<file path="src/rtl/audio_silence_trimmer_assert.svh">
// assertion macros used by the silence trimmer top level
`ifndef AUDIO_SILENCE_TRIMMER_ASSERT_SVH
`define AUDIO_SILENCE_TRIMMER_ASSERT_SVH

// condition holds on every rising clock edge out of reset
`define AST_ASSERT_ALWAYS(label, cond, msg) \
    label: assert property (@(posedge clk) disable iff (!rst_n) (cond)) else $error(msg);

// trigger in this cycle implies consequence in the next
`define AST_ASSERT_NEXT(label, trig, consq, msg) \
    label: assert property (@(posedge clk) disable iff (!rst_n) (trig) |=> (consq)) \
        else $error(msg);

`endif

</file>
<file path="src/rtl/ast_pkg.sv">
// types and constants for the audio silence trimmer
package ast_pkg;

    localparam int MAX_PACKET_SAMPLES = 4096;
    localparam int CNT_W              = $clog2(MAX_PACKET_SAMPLES + 1);

    localparam logic [15:0] THRESHOLD_RESET = 16'd64;

    // input commands
    localparam logic [1:0] CMD_SAMPLE = 2'd0;
    localparam logic [1:0] CMD_EMPTY  = 2'd1;
    localparam logic [1:0] CMD_SEEK   = 2'd2;

    // descriptor actions
    localparam logic [1:0] ACT_FORWARD = 2'd0;
    localparam logic [1:0] ACT_EMPTIED = 2'd1;
    localparam logic [1:0] ACT_DROP    = 2'd2;

    // descriptor queue, depth a power of two
    localparam int DESC_FIFO_DEPTH = 4;
    localparam int FIFO_PTR_W      = $clog2(DESC_FIFO_DEPTH);
    localparam int FIFO_CNT_W      = $clog2(DESC_FIFO_DEPTH + 1);

    typedef struct packed {
        logic [1:0]         cmd;
        logic signed [15:0] left_sample;
        logic signed [15:0] right_sample;
        logic               packet_end;
        logic               end_of_stream_flag;
        logic               start_of_stream_flag;
        logic               other_flag;
    } item_t;

    typedef struct packed {
        logic [15:0]      packet_id;
        logic [1:0]       action;
        logic [CNT_W-1:0] start_sample;
        logic [CNT_W-1:0] kept_length;
        logic             last_result;
    } desc_t;

    typedef struct packed {
        logic [1:0] count;
        desc_t      first;
        desc_t      second;
    } fifo_push_t;

endpackage

</file>
<file path="src/rtl/ast_desc_fifo.sv">
// descriptor queue: takes up to two descriptors a cycle, hands out one while desc_stall is low
module ast_desc_fifo
    import ast_pkg::*;
(
    input  logic                clk,
    input  logic                rst_n,
    input  ast_pkg::fifo_push_t push,
    output logic                room,
    output logic                desc_valid,
    input  logic                desc_stall,
    output ast_pkg::desc_t      desc
);
    import ast_pkg::*;

    desc_t                 entries_reg [DESC_FIFO_DEPTH];
    logic [FIFO_PTR_W-1:0] wr_ptr_reg;
    logic [FIFO_PTR_W-1:0] wr_ptr_next;
    logic [FIFO_PTR_W-1:0] rd_ptr_reg;
    logic [FIFO_PTR_W-1:0] rd_ptr_next;
    logic [FIFO_CNT_W-1:0] count_reg;
    logic [FIFO_CNT_W-1:0] count_next;
    logic [FIFO_PTR_W-1:0] wr_ptr_plus1;
    logic                  pop;

    assign desc_valid   = (count_reg != '0);
    assign desc         = entries_reg[rd_ptr_reg];
    assign pop          = desc_valid && !desc_stall;
    assign room         = (count_reg <= FIFO_CNT_W'(DESC_FIFO_DEPTH - 2));
    assign wr_ptr_plus1 = wr_ptr_reg + FIFO_PTR_W'(1);

    always_comb
    begin
        wr_ptr_next = wr_ptr_reg + FIFO_PTR_W'(push.count);
        rd_ptr_next = pop ? rd_ptr_reg + FIFO_PTR_W'(1) : rd_ptr_reg;
        count_next  = count_reg + FIFO_CNT_W'(push.count) - FIFO_CNT_W'(pop);
    end

    always_ff @(posedge clk or negedge rst_n)
    begin
        if (!rst_n)
        begin
            wr_ptr_reg <= '0;
            rd_ptr_reg <= '0;
            count_reg  <= '0;
        end
        else
        begin
            wr_ptr_reg <= wr_ptr_next;
            rd_ptr_reg <= rd_ptr_next;
            count_reg  <= count_next;
        end
    end

    always_ff @(posedge clk)
    begin
        if (push.count != 2'd0)
        begin
            entries_reg[wr_ptr_reg] <= push.first;
        end
        if (push.count == 2'd2)
        begin
            entries_reg[wr_ptr_plus1] <= push.second;
        end
    end

endmodule

</file>
<file path="src/rtl/audio_silence_trimmer.sv">
// Audio silence trimmer top level
//
// Input channel item/item_valid/item_stall carries one command per transfer:
// a stereo sample, an empty packet end, or a seek. The packet analysis and
// descriptor decision are done in the cycle an item is taken, so items may
// follow each other in every cycle. Each packet end yields zero, one or two
// packet descriptors on desc/desc_valid/desc_stall; last_result marks the
// final descriptor of one input.
// A descriptor is registered into the queue when its input is taken.
// One item is taken per cycle while item_stall is low; descriptors leave at
// one per cycle while desc_stall is low, through a four-entry queue, and
// item_stall rises while the queue has fewer than two free entries. The
// silence threshold is to be written through threshold_we/threshold_wdata
// only while the block is idle, a rule on the user; reset sets it to 64.
// Reset empties the queue, drops any held packet, clears the packet counter
// and returns to start-of-stream mode. A stalled receiver fills the queue and
// then stalls the input side; nothing is lost.
module audio_silence_trimmer
    import ast_pkg::*;
(
    input  logic           clk,
    input  logic           rst_n,
    input  logic           item_valid,
    output logic           item_stall,
    input  ast_pkg::item_t item,
    output logic           desc_valid,
    input  logic           desc_stall,
    output ast_pkg::desc_t desc,
    input  logic           threshold_we,
    input  logic [15:0]    threshold_wdata
);
    import ast_pkg::*;

    `include "audio_silence_trimmer_assert.svh"

    logic [15:0]      threshold_reg;
    logic             stream_mode_reg;
    logic             stream_mode_next;
    logic [CNT_W-1:0] seen_reg;
    logic [CNT_W-1:0] seen_next;
    logic [CNT_W-1:0] lead_reg;
    logic [CNT_W-1:0] lead_next;
    logic [CNT_W-1:0] loud_end_reg;
    logic [CNT_W-1:0] loud_end_next;
    logic [15:0]      counter_reg;
    logic [15:0]      counter_next;
    logic             held_valid_reg;
    logic             held_valid_next;
    logic [15:0]      held_id_reg;
    logic [CNT_W-1:0] held_length_reg;
    logic [CNT_W-1:0] held_trailing_reg;
    logic             hold_new;

    logic             accept;
    logic             fifo_room;
    fifo_push_t       push;

    logic [16:0]      left_ext;
    logic [16:0]      right_ext;
    logic [16:0]      left_mag;
    logic [16:0]      right_mag;
    logic             silent;
    logic             counting;
    logic             finishing;
    logic             flagged;
    logic [CNT_W-1:0] n_upd;
    logic [CNT_W-1:0] lead_upd;
    logic [CNT_W-1:0] loud_upd;
    logic [CNT_W-1:0] trail;
    logic             all_silent;
    logic             rel_req;
    logic             rel_trim;
    logic             rel_emit;
    logic             new_emit;
    desc_t            rel_desc;
    desc_t            new_desc;

    assign accept     = item_valid && !item_stall;
    assign item_stall = !fifo_room;

    // magnitude compare: -t < x < t is |x| < t
    assign left_ext  = {item.left_sample[15], item.left_sample};
    assign right_ext = {item.right_sample[15], item.right_sample};
    assign left_mag  = left_ext[16] ? 17'd0 - left_ext : left_ext;
    assign right_mag = right_ext[16] ? 17'd0 - right_ext : right_ext;
    assign silent    = (left_mag < {1'b0, threshold_reg})
                       && (right_mag < {1'b0, threshold_reg});

    assign counting  = (item.cmd == CMD_SAMPLE)
                       && (seen_reg < CNT_W'(MAX_PACKET_SAMPLES));
    assign finishing = accept && ((item.cmd == CMD_EMPTY)
                       || ((item.cmd == CMD_SAMPLE) && item.packet_end));
    assign flagged   = item.end_of_stream_flag || item.start_of_stream_flag
                       || item.other_flag;

    always_comb
    begin
        n_upd    = seen_reg;
        lead_upd = lead_reg;
        loud_upd = loud_end_reg;
        if (counting)
        begin
            n_upd = seen_reg + CNT_W'(1);
            if (!silent)
            begin
                loud_upd = seen_reg + CNT_W'(1);
            end
            else if (lead_reg == seen_reg)
            begin
                lead_upd = lead_reg + CNT_W'(1);
            end
        end
    end

    assign trail      = (loud_upd != '0) ? n_upd - loud_upd : '0;
    assign all_silent = (lead_upd == n_upd);

    // packet decision
    always_comb
    begin
        rel_req          = 1'b0;
        rel_trim         = 1'b0;
        new_emit         = 1'b0;
        hold_new         = 1'b0;
        stream_mode_next = stream_mode_reg;
        new_desc         = '{packet_id: counter_reg, action: ACT_FORWARD,
                             start_sample: '0, kept_length: '0, last_result: 1'b0};
        if (all_silent)
        begin
            new_emit = 1'b1;
            if (flagged)
            begin
                rel_req         = 1'b1;
                rel_trim        = stream_mode_reg;
                new_desc.action = ACT_EMPTIED;
            end
            else
            begin
                new_desc.action = ACT_DROP;
            end
        end
        else if (!stream_mode_reg)
        begin
            rel_req               = 1'b1;
            new_emit              = 1'b1;
            new_desc.start_sample = lead_upd;
            new_desc.kept_length  = n_upd - lead_upd;
            if (!item.end_of_stream_flag)
            begin
                stream_mode_next = 1'b1;
            end
        end
        else
        begin
            rel_req = 1'b1;
            if (trail != '0)
            begin
                hold_new = 1'b1;
            end
            else
            begin
                new_emit             = 1'b1;
                new_desc.kept_length = n_upd;
            end
        end
        if (stream_mode_reg && (item.end_of_stream_flag || item.start_of_stream_flag))
        begin
            stream_mode_next = 1'b0;
        end
    end

    assign rel_emit = rel_req && held_valid_reg;

    always_comb
    begin
        rel_desc = '{packet_id: held_id_reg, action: ACT_FORWARD, start_sample: '0,
                     kept_length: rel_trim ? held_length_reg - held_trailing_reg
                                           : held_length_reg,
                     last_result: !new_emit};
        push.count  = 2'd0;
        push.first  = rel_emit ? rel_desc : new_desc;
        push.second = new_desc;
        push.first.last_result  = !(rel_emit && new_emit);
        push.second.last_result = 1'b1;
        if (finishing)
        begin
            push.count = {1'b0, rel_emit} + {1'b0, new_emit};
        end
    end

    // state update
    always_comb
    begin
        seen_next       = seen_reg;
        lead_next       = lead_reg;
        loud_end_next   = loud_end_reg;
        counter_next    = counter_reg;
        held_valid_next = held_valid_reg;
        if (accept)
        begin
            unique case (item.cmd)
                CMD_SEEK:
                begin
                    held_valid_next = 1'b0;
                end
                CMD_SAMPLE:
                begin
                    seen_next     = n_upd;
                    lead_next     = lead_upd;
                    loud_end_next = loud_upd;
                end
                default:
                begin
                end
            endcase
        end
        if (finishing)
        begin
            seen_next       = '0;
            lead_next       = '0;
            loud_end_next   = '0;
            counter_next    = counter_reg + 16'd1;
            held_valid_next = hold_new || (held_valid_reg && !rel_req);
        end
    end

    always_ff @(posedge clk or negedge rst_n)
    begin
        if (!rst_n)
        begin
            threshold_reg   <= THRESHOLD_RESET;
            stream_mode_reg <= 1'b0;
            seen_reg        <= '0;
            lead_reg        <= '0;
            loud_end_reg    <= '0;
            counter_reg     <= '0;
            held_valid_reg  <= 1'b0;
        end
        else
        begin
            if (threshold_we)
            begin
                threshold_reg <= threshold_wdata;
            end
            if (finishing)
            begin
                stream_mode_reg <= stream_mode_next;
            end
            seen_reg       <= seen_next;
            lead_reg       <= lead_next;
            loud_end_reg   <= loud_end_next;
            counter_reg    <= counter_next;
            held_valid_reg <= held_valid_next;
        end
    end

    // held packet details, only read while held_valid_reg is set
    always_ff @(posedge clk)
    begin
        if (finishing && hold_new)
        begin
            held_id_reg       <= counter_reg;
            held_length_reg   <= n_upd;
            held_trailing_reg <= trail;
        end
    end

    ast_desc_fifo u_desc_fifo (
        .clk        (clk),
        .rst_n      (rst_n),
        .push       (push),
        .room       (fifo_room),
        .desc_valid (desc_valid),
        .desc_stall (desc_stall),
        .desc       (desc)
    );

    `AST_ASSERT_NEXT(a_seek_drops_held, accept && (item.cmd == CMD_SEEK), !held_valid_reg, "held packet survived a seek")
    `AST_ASSERT_ALWAYS(a_seen_bounded, seen_reg <= CNT_W'(MAX_PACKET_SAMPLES), "sample count beyond packet limit")
    `AST_ASSERT_ALWAYS(a_runs_within_packet, (lead_reg <= seen_reg) && (loud_end_reg <= seen_reg), "silence run or loud end beyond sample count")
    `AST_ASSERT_NEXT(a_finish_clears_counts, finishing, (seen_reg == '0) && (lead_reg == '0) && (loud_end_reg == '0), "packet counts not cleared at packet end")

endmodule
</file>
<file path="config.mk">
export PLATFORM = sky130hd
export DESIGN_NAME = audio_silence_trimmer
export DESIGN_NICKNAME = d
export VERILOG_FILES = /design/src/rtl/ast_pkg.sv /design/src/rtl/ast_desc_fifo.sv /design/src/rtl/audio_silence_trimmer.sv
export VERILOG_INCLUDE_DIRS = /design/src /design/src/rtl
export SDC_FILE = /design/constraint.sdc
export NUM_CORES = 1
export LEC_CHECK = 0
export BUFFER_PORTS_ARGS = -buffer_cell sky130_fd_sc_hd__buf_2
export CAP_MARGIN = 20
export CORE_MARGIN = 5
export CORE_UTILIZATION = 25
export CTS_CLUSTER_SIZE = 8
export DETAILED_ROUTE_END_ITERATION = 8
export PLACE_DENSITY = 0.36
export SYNTH_ARGS = -nofsm -noshare
export SYNTH_HDL_FRONTEND = slang
export SYNTH_SLANG_ARGS = --single-unit
</file>
<file path="constraint.sdc">
create_clock -name clk -period 22.5 [get_ports clk]
set_input_delay 2.25 -clock clk [delete_from_list [all_inputs] [get_ports clk]]
set_output_delay 2.25 -clock clk [all_outputs]
set_load 0.02 [all_outputs]
</file>
==> results of run 1 <==
==> final cells by class <==
type	instances	area [µm²]	area share, %
flip-flops and latches	302	8630	42.2
clock buffers	68	1200	5.88
multi-input cells	1153	8340	40.8
well taps	940	1180	5.75
inverters	62	235	1.15
clock inverters	4	50.0	0.245
repair buffers	138	796	3.89
==> through the flow <==
step	utilization (%)	power, mW	worst slack, ns	hold slack [ns]	cell area [µm²]
2_1_floorplan	-	1.26	9.20	0.423	17600
3_3_place_gp	27.4	1.52	10.47	0.448	19200
3_5_place_dp	27.4	1.52	10.51	0.451	19200
4_1_cts	29.2	2.15	11.07	0.468	20400
5_1_grt	29.2	2.24	10.38	0.493	20400
6_report	29.2	2.11	11.16	0.466	20400
==> per-layer routing <==
metal | wire, µm | share of wire [%] | track usage, %
met5 | 0 | 0 | 0
met4 | 1120 | 2.0 | 3.47
met3 | 2200 | 3.9 | 2.30
met2 | 27000 | 48 | 25.2
met1 | 26100 | 46 | 19.9
==> kinds of logic after synthesis <==
| group | count (synthesis) | share of synthesized area [%] |
|---|---|---|
| multiplexers | 52 | 6.20 |
| buffers and inverters | 159 | 3.93 |
| flip-flops | 302 | 49.1 |
| adder cells (fa/ha/maj) | 77 | 5.66 |
| XOR/XNOR | 127 | 6.42 |
| AO/OA/AOI/OAI | 377 | 15.1 |
| AND/OR/NAND/NOR | 520 | 13.6 |
==> synthesized netlist by cell type, types with 3 or more instances <==
master	number	area share (%)
nand2_1	220	4.7
edfxtp_1	218	37
nor2_1	133	2.8
o21ai_0	99	2.8
xnor2_1	92	4.6
dfrtp_1	79	11
ha_1	73	5.2
a22o_1	71	3.5
o31ai_1	65	2.8
clkbuf_1	63	1.3
inv_1	61	1.3
a21oi_1	47	1.3
mux4_2	45	5.8
xor2_1	33	1.6
nand3_1	30	0.85
nand2b_1	23	0.82
nor3_1	21	0.60
nand4_1	20	0.71
buf_2	15	0.43
a21o_1	14	0.60
and3_1	14	0.50
nor2b_1	13	0.46
a31oi_1	8	0.28
buf_1	8	0.17
buf_6	8	0.51
o21a_1	8	0.34
o41ai_1	7	0.35
or3_1	7	0.25
a21boi_0	6	0.26
nor4_1	6	0.21
mux2i_1	5	0.28
nor4b_1	5	0.25
o22ai_1	5	0.18
or2_2	5	0.18
dfxtp_1	4	0.46
fa_1	4	0.46
o211ai_1	4	0.17
o21ai_1	4	0.11
o21bai_1	4	0.17
o31ai_2	4	0.28
or4_1	4	0.17
buf_4	3	0.13
nand3b_1	3	0.13
o22a_1	3	0.15
==> worst max-delay path by stage <==
stage | start | endpoint | slack (ns) | cells past startpoint
global placement | item[25] | u_desc_fifo.entries_reg[3][38] | 10.47 | 35
detailed placement | item[25] | u_desc_fifo.entries_reg[1][43] | 10.51 | 35
global route | item[25] | u_desc_fifo.entries_reg[3][37] | 10.38 | 35
floorplan | item[25] | u_desc_fifo.entries_reg[3][11] | 9.20 | 34
CTS | item[25] | u_desc_fifo.entries_reg[1][43] | 11.07 | 35
finish | item[24] | u_desc_fifo.entries_reg[1][43] | 11.16 | 35
==> power groups by stage <==
stage	clock (mW)	combinational [mW]	sequential (mW)
2_1_floorplan	0	0.579	0.680
3_3_place_gp	0	0.804	0.712
3_5_place_dp	0	0.805	0.713
4_1_cts	0.645	0.808	0.702
5_1_grt	0.663	0.868	0.708
6_report	0.622	0.790	0.701
==> impl_metrics.tcl, run 1 <==
set metrics [dict create \
    status "finished clean" \
    reg2reg_depth 29 \
    min_from "u_desc_fifo.entries_reg[1][0]" \
    drv_slew 0 \
    synth_edf_count 218 \
    timing.rr.start "threshold_reg[6]" \
    worstMarginPinSlew_ns 1.06 \
    place_congestion 0.771 \
    grt-ovfl-total 0 \
    skew_ns 0.0207 \
    postCtsSetupRepairBufs 0 \
    avgSynthCellArea_um2 10.9 \
    hold_viol 0 \
    max_stage_delay_ns 0.74 \
    syn_area_um2 17600 \
    async_flop_share_pct 26.5 \
    ff2ff_setup_slack_ns 13.80 \
    power.density_nw_per_um2 103 \
    worstPathArrival_ns 11.77 \
    vdd.ir_drop.worst_v 0.0000469 \
    vias 12800 \
    finalSetupViolations 0 \
    period_needed_ns 11.34 \
    min_path_cells 1 \
    synth_cell_types 87 \
    power_frac_comb_pct 37.4 \
    switching_share_pct 39.0 \
    seq_power_share_pct 33.2 \
    wl_per_cell_um 21.2 \
    dieHeight_um 275 \
    power_frac_clock_pct 29.5 \
    initial_utilization_pct 25.1 \
    path_buf_inv 4 \
    yosys_most_used_dff "edfxtp_1" \
    yosysWarnings 0 \
    dp_cells 2595 \
    layout-drive-gt1-share_pct 16.3 \
    ant_nets 0 \
    synthCells 1614 \
    critPathMaxFanout 55 \
    cts_tree "built" \
    largest_reg_flops 180 \
    syn2layout_area_growth_pct 16.4 \
    fin_cells 2667 \
    cap_violations 0 \
    hold_end "u_desc_fifo.entries_reg[1][0]" \
    dp_hpwl_um 38900 \
    clk_latency_ns 0.58 \
    cts_buffers 44 \
    ctsResizeCount 0 \
    port_buffers 105 \
    final_cell_mix "nand2_1, edfxtp_1, nor2_1" \
    core-area_um2 69900 \
    num_rows 97 \
    num_antenna_cells 0 \
    die_area_um2 75600 \
    grt_max_degree 58 \
    ctsHoldBuffers 0 \
    clk_pin_slew_ns 0.05 \
    fill_cells 7353 \
    routed_wl_um 56500 \
    slew_headroom_pct 29.4 \
    grt_pass1_wl_um 85500 \
    yosysSeqAreaShare_pct 49.1 \
    die_w_um 275 \
    reg2reg_to "u_desc_fifo.entries_reg[1][43]" \
    startpoint_type "primary input" \
    drc_errors 0 \
    crit_family "compound AO/OA/AOI/OAI gates" \
    drt-vias-per-instance 4.81 \
    track_usage_pct 14.8 \
    layout.nets 1837 \
    cts_buffer_depth 3 \
    internal-power_mw 1.29 \
    final_common_cell "nand2_1" \
    synth_seq_cells 302 \
    drt_iter0_markers 870 \
    finalCritPeriodShare_pct 50.4 \
    cts_sinks 302 \
    p_sw_mw 0.825 \
    max_freq_mhz 88.2 \
    required_ns 22.93 \
    drt_first_pass_iters 5 \
    ios 106 \
    p_leak_nw 7.36 \
    crit_slowest_cell "o21a_1" \
    grt_pass1_vias 13400 \
    antenna_found_initial 0 \
    synth_fp_nets 1750 \
    cp-end-kind "register" \
    clockRootBuffer "clkbuf_16" \
    worstSetupPathType "primary input to register" \
    rsz0062_at_grt "no" \
    hold_class "register to register" \
    tns_ns 0 \
    htree_levels 2 \
]
Power figures use the tool's default switching activity.
==> inputs of run 2 (changes only) <==
--- a/config.mk
+++ b/config.mk
@@ -6,6 +6,7 @@
 export SDC_FILE = /design/constraint.sdc
 export NUM_CORES = 1
 export LEC_CHECK = 0
+export ABC_AREA = 1
 export BUFFER_PORTS_ARGS = -buffer_cell sky130_fd_sc_hd__buf_2
 export CAP_MARGIN = 20
 export CORE_MARGIN = 5
==> constraint.sdc (replaced) <==
create_clock -name clk -period 11.9 [get_ports clk]
set_input_delay 1.19 -clock clk [delete_from_list [all_inputs] [get_ports clk]]
set_output_delay 1.19 -clock clk [all_outputs]
set_load 0.02 [all_outputs]
==> impl_metrics.tcl, run 2 <==
set metrics [dict create \
    clockRootBuffer "clkbuf_16" \
    path_buf_inv 11 \
    die_w_um 278 \
    fin_cells 3171 \
    crit_family "simple AND/OR/NAND/NOR gates" \
    finalSetupViolations 0 \
    final_cell_mix "nand2_1, nor2_1, inv_1" \
    ant_nets 0 \
    synth_fp_nets 2232 \
    fin_util_pct 29.1 \
    worstMarginPinSlew_ns 1.11 \
    status "finished clean" \
    grt-ovfl-total 0 \
    drc_errors 0 \
    antenna_found_initial 1 \
    dieHeight_um 278 \
    p_leak_nw 8.95 \
    synthTopCellsByArea "edfxtp_1, dfrtp_1, nand2_1" \
    async_flop_share_pct 26.5 \
    power.density_nw_per_um2 263 \
    cts_sinks 302 \
    ios 106 \
    routed_wl_um 61200 \
    design_area_um2 20800 \
    place_congestion 0.812 \
    cp-end-kind "register" \
    vias 14700 \
    grt_pass1_wl_um 93300 \
    syn_area_um2 17900 \
    dp_hpwl_um 42100 \
    ctsHoldBuffers 0 \
    drt-vias-per-instance 4.62 \
    drt_first_pass_iters 7 \
    rsz0062_at_grt "no" \
    regArea_um2 8630 \
    synth_seq_cells 302 \
    crit_slowest_cell "o21ai_2" \
    syn2layout_area_growth_pct 16.0 \
    cts_buffer_depth 3 \
    drt_iter0_markers 832 \
    core-area_um2 71400 \
    grt_pass1_vias 14900 \
    cpMostUsedCell "inv_1" \
    grt_max_degree 73 \
    startpoint_type "primary input" \
    multi_input_area_um2 8020 \
    wl_per_cell_um 19.3 \
    yosysTopAreaCellShare_pct 36.5 \
    cts_buffers 44 \
    max_freq_mhz 103 \
    clk_latency_ns 0.59 \
    avgSynthCellArea_um2 8.56 \
    tns_ns 0 \
    yosysSeqAreaShare_pct 48.1 \
    required_ns 12.23 \
    power_mw 5.47 \
    period_needed_ns 9.74 \
    hold_viol 0 \
    synthCells 2096 \
    synth_commonest_cells "nand2_1, nor2_1, inv_1, edfxtp_1, o21ai_0" \
    synth_top_area_cell "edfxtp_1" \
    hold_class "register to register" \
    critPathMaxFanout 19 \
    synth_edf_count 218 \
    ctsResizeCount 0 \
    slew_headroom_pct 25.5 \
    yosysWarnings 0 \
    die_area_um2 77200 \
    worstPathArrival_ns 10.07 \
    clk_pin_slew_ns 0.05 \
    worstSetupPathType "primary input to register" \
    synth_cell_types 56 \
    pre_cts_slack_ns 1.56 \
    final_common_cell "nand2_1" \
    htree_levels 2 \
    yosys_most_used_dff "edfxtp_1" \
    dp_cells 3099 \
    max_stage_delay_ns 0.86 \
    postCtsSetupRepairBufs 0 \
    cap_violations 0 \
    initial_utilization_pct 25.1 \
    finalCritPeriodShare_pct 81.8 \
    layout_setup_ws_ns 2.16 \
    largest_reg_flops 180 \
    fill_cells 7684 \
    cts_tree "built" \
    skew_ns 0.0197 \
    vdd.ir_drop.worst_v 0.0000899 \
    dpl_cell_area_um2 19500 \
    whs_ns 0.485 \
    layout-drive-gt1-share_pct 12.4 \
    layout.nets 2332 \
    synth.most_common_cell "nand2_1" \
    port_buffers 105 \
    track_usage_pct 15.5 \
    drv_slew 0 \
    num_rows 98 \
]
run 2: report_power, final:
group	switching, mW	leakage, nW	internal, mW
logic	1.97	5.23	0.869
registers	0.120	3.11	1.30
clock network	0.502	0.616	0.706
run 2: worst paths after layout:
check                                  from                             end  slack (ns)  cells past startpoint
hold reg to reg              counter_reg[1]                  held_id_reg[1]        0.48                      0
setup reg to reg           threshold_reg[6]  u_desc_fifo.entries_reg[2][27]        3.72                     35
max in group asynchronous             rst_n       u_desc_fifo.rd_ptr_reg[0]       10.07                      2
min in group asynchronous             rst_n                    lead_reg[11]        0.51                      1
hold / removal               counter_reg[1]                  held_id_reg[1]        0.48                      0
setup / recovery                   item[22]  u_desc_fifo.entries_reg[2][27]        2.16                     43
run 2: routing by layer:
layer	track usage, %	part of all wire [%]	vias up
met1	20.5	45	7015
met2	26.7	49	284
li1	-	-	7275
met3	2.32	4.1	77
met5	0	0	-
met4	3.61	2.1	0
run 2: final cells by class:
type / count / area share, %
flip-flops and latches: 302 / 41.5
multi-input cells: 1466 / 38.5
clock buffers: 67 / 5.91
well taps: 950 / 5.71
inverters: 248 / 4.50
repair buffers: 134 / 3.62
clock inverters: 3 / 0.217
diodes: 1 / 0.0120
run 2: worst register-to-register path: cells and delay by family, from the launching register on:
kind	cells	cell delay, ns
simple gates	21	4.17
buf+inv	8	1.28
compound gates	2	0.92
fa+ha+maj	3	0.78
flops	1	0.51
xor+xnor	1	0.28
run 2: cell families (layout without fill, tap and decap cells):
logic type | count (synthesis) | count (layout) | share of synthesized area [%]
AOI/OAI and AO/OA | 418 | 418 | 13.2
xor gates and xnor gates | 81 | 81 | 4.00
buffers and inverters | 328 | 452 | 7.35
DFF | 302 | 302 | 48.1
other | 0 | 1 | 0
and+or+nand+nor | 890 | 890 | 21.8
adders and majority gates | 77 | 77 | 5.54
==> inputs of run 3 (changes only) <==
--- a/config.mk
+++ b/config.mk
@@ -13,7 +13,7 @@
 export CORE_UTILIZATION = 25
 export CTS_CLUSTER_SIZE = 8
 export DETAILED_ROUTE_END_ITERATION = 8
-export PLACE_DENSITY = 0.36
+export PLACE_DENSITY = 0.37
 export SYNTH_ARGS = -nofsm -noshare
 export SYNTH_HDL_FRONTEND = slang
 export SYNTH_SLANG_ARGS = --single-unit
==> constraint.sdc (replaced) <==
create_clock -name clk -period 8.7 [get_ports clk]
set_input_delay 0.87 -clock clk [delete_from_list [all_inputs] [get_ports clk]]
set_output_delay 0.87 -clock clk [all_outputs]
set_load 0.02 [all_outputs]
==> impl_metrics.tcl, run 3 (synthesis gave the netlist of run 2 again) <==
set metrics [dict create \
    grt_pass1_wl_um 92000 \
    grt-ovfl-total 0 \
    die_w_um 278 \
    largest_reg_flops 180 \
    cts_buffers 45 \
    cp.depth 51 \
    status "finished clean" \
    cts_tree "built" \
    dp_hpwl_um 42400 \
    max_freq_mhz 130 \
    syn2layout_area_growth_pct 17.3 \
    ff2ff_setup_slack_ns 2.23 \
    multi_input_area_um2 8010 \
    clk_pin_slew_ns 0.06 \
    core-area_um2 71400 \
    grt_pass1_vias 14800 \
    hold_viol 0 \
    critPathMaxFanout 19 \
    clk_latency_ns 0.59 \
    layout.nets 2354 \
    wl_met2_um 27900 \
    skew_ns 0.0296 \
    antenna_found_initial 4 \
    tns_ns 0 \
    regArea_um2 8630 \
    drc_errors 0 \
    reg2reg_depth 44 \
    dr_wl_met3_um 3100 \
    p_leak_nw 9.09 \
    track_usage_pct 15.2 \
    htree_levels 2 \
    cap_violations 0 \
    crit_family "simple AND/OR/NAND/NOR gates" \
    fill_cells 7626 \
    rsz0062_at_grt "no" \
    routed_wl_um 60600 \
    path_buf_inv 14 \
    worstPathArrival_ns 7.92 \
    whs_ns 0.141 \
    clockRootBuffer "clkbuf_16" \
    ant_nets 0 \
    vdd.ir_drop.worst_v 0.000150 \
    finalCritPeriodShare_pct 88.3 \
    finalSetupViolations 0 \
    dieHeight_um 278 \
    layout_setup_ws_ns 1.01 \
    final_common_cell "nand2_1" \
    dp_cells 3119 \
    slew_headroom_pct 28.7 \
    cts_buffer_depth 3 \
    m1WireLength_um 27500 \
    cp-end-kind "register" \
    die_area_um2 77200 \
    port_buffers 105 \
    power.density_nw_per_um2 359 \
    num_rows 98 \
    pre_cts_slack_ns 0.0200 \
    period_needed_ns 7.69 \
    place_congestion 0.835 \
    initial_utilization_pct 25.1 \
    worstMarginPinSlew_ns 1.07 \
    reg2reg_to "u_desc_fifo.entries_reg[0][42]" \
    drt_first_pass_iters 7 \
    vias 14700 \
    fin_util_pct 29.5 \
    fin_cells 3196 \
    max_stage_delay_ns 0.34 \
    grt_max_degree 77 \
    drt_iter0_markers 960 \
    drv_slew 0 \
    top_layer_used "met5" \
    timing.rr.start "threshold_reg[6]" \
    wl_per_cell_um 19.0 \
    ios 106 \
    layout-drive-gt1-share_pct 13.3 \
    drt-vias-per-instance 4.60 \
    worstSetupPathType "primary input to register" \
    required_ns 8.94 \
    cts_sinks 302 \
    cpMostUsedCell "nand2_1" \
    crit_slowest_cell "ha_1" \
    startpoint_type "primary input" \
    final_cell_mix "nand2_1, nor2_1, inv_1" \
    hold_class "primary input to asynchronous set/reset pin" \
]
[run 3: cell types whose count changed in the layout (fill, tap and decap cells not counted), sizes merged]
cell	delta
diode	+1
clkinv	+3
buf	+21
inv	-1
bufinv	+1
[run 3: cell type report]
cell class                 count  share of cell area (%)
sequential                   302                    41.0
inverter                     248                    4.45
tap                          950                    5.65
clock inverter                 6                   0.381
multi-input combinational   1466                    38.1
timing repair buffer         155                    4.39
clock buffer                  67                    5.99
antenna                        2                  0.0238
[run 3: per-layer routing]
layer  GRT usage, %  up-vias
met4           5.05        4
li1               -     7306
met2           25.0      312
met1           20.1     6980
met3           3.26      110
met5              0        -
[run 3: per-stage QoR]
step,area [µm²],power (mW)
2_1_floorplan,17900,4.67
3_3_place_gp,19700,5.91
3_5_place_dp,19700,5.92
4_1_cts,21000,7.67
5_1_grt,21000,8.15
6_report,21000,7.56
[run 3: where the power goes]
group / leakage [nW] / switching, mW / total [mW] / internal, mW
registers: 3.11 / 0.160 / 1.94 / 1.78
logic: 5.33 / 2.71 / 3.92 / 1.21
clock network: 0.650 / 0.677 / 1.70 / 1.02
total: 9.09 / 3.54 / 7.56 / 4.01
[run 3: how the worst max path moves through the flow]
stage / to / startpoint / slack, ns
global route: u_desc_fifo.entries_reg[0][32] / item[22] / 0.06
global placement: u_desc_fifo.entries_reg[1][27] / item[22] / 0.19
floorplan: u_desc_fifo.entries_reg[0][15] / item[21] / 0.38
CTS: u_desc_fifo.entries_reg[0][27] / item[22] / 0.60
detailed placement: u_desc_fifo.entries_reg[0][27] / item[22] / 0.02
finish: u_desc_fifo.entries_reg[0][42] / item[22] / 1.01
[run 3: repair_timing]
item	4_1_cts	5_1_grt
hold buffers	0	0
setup endpoints to repair	0	64
gates resized for setup	0	2
buffers inserted	0	0
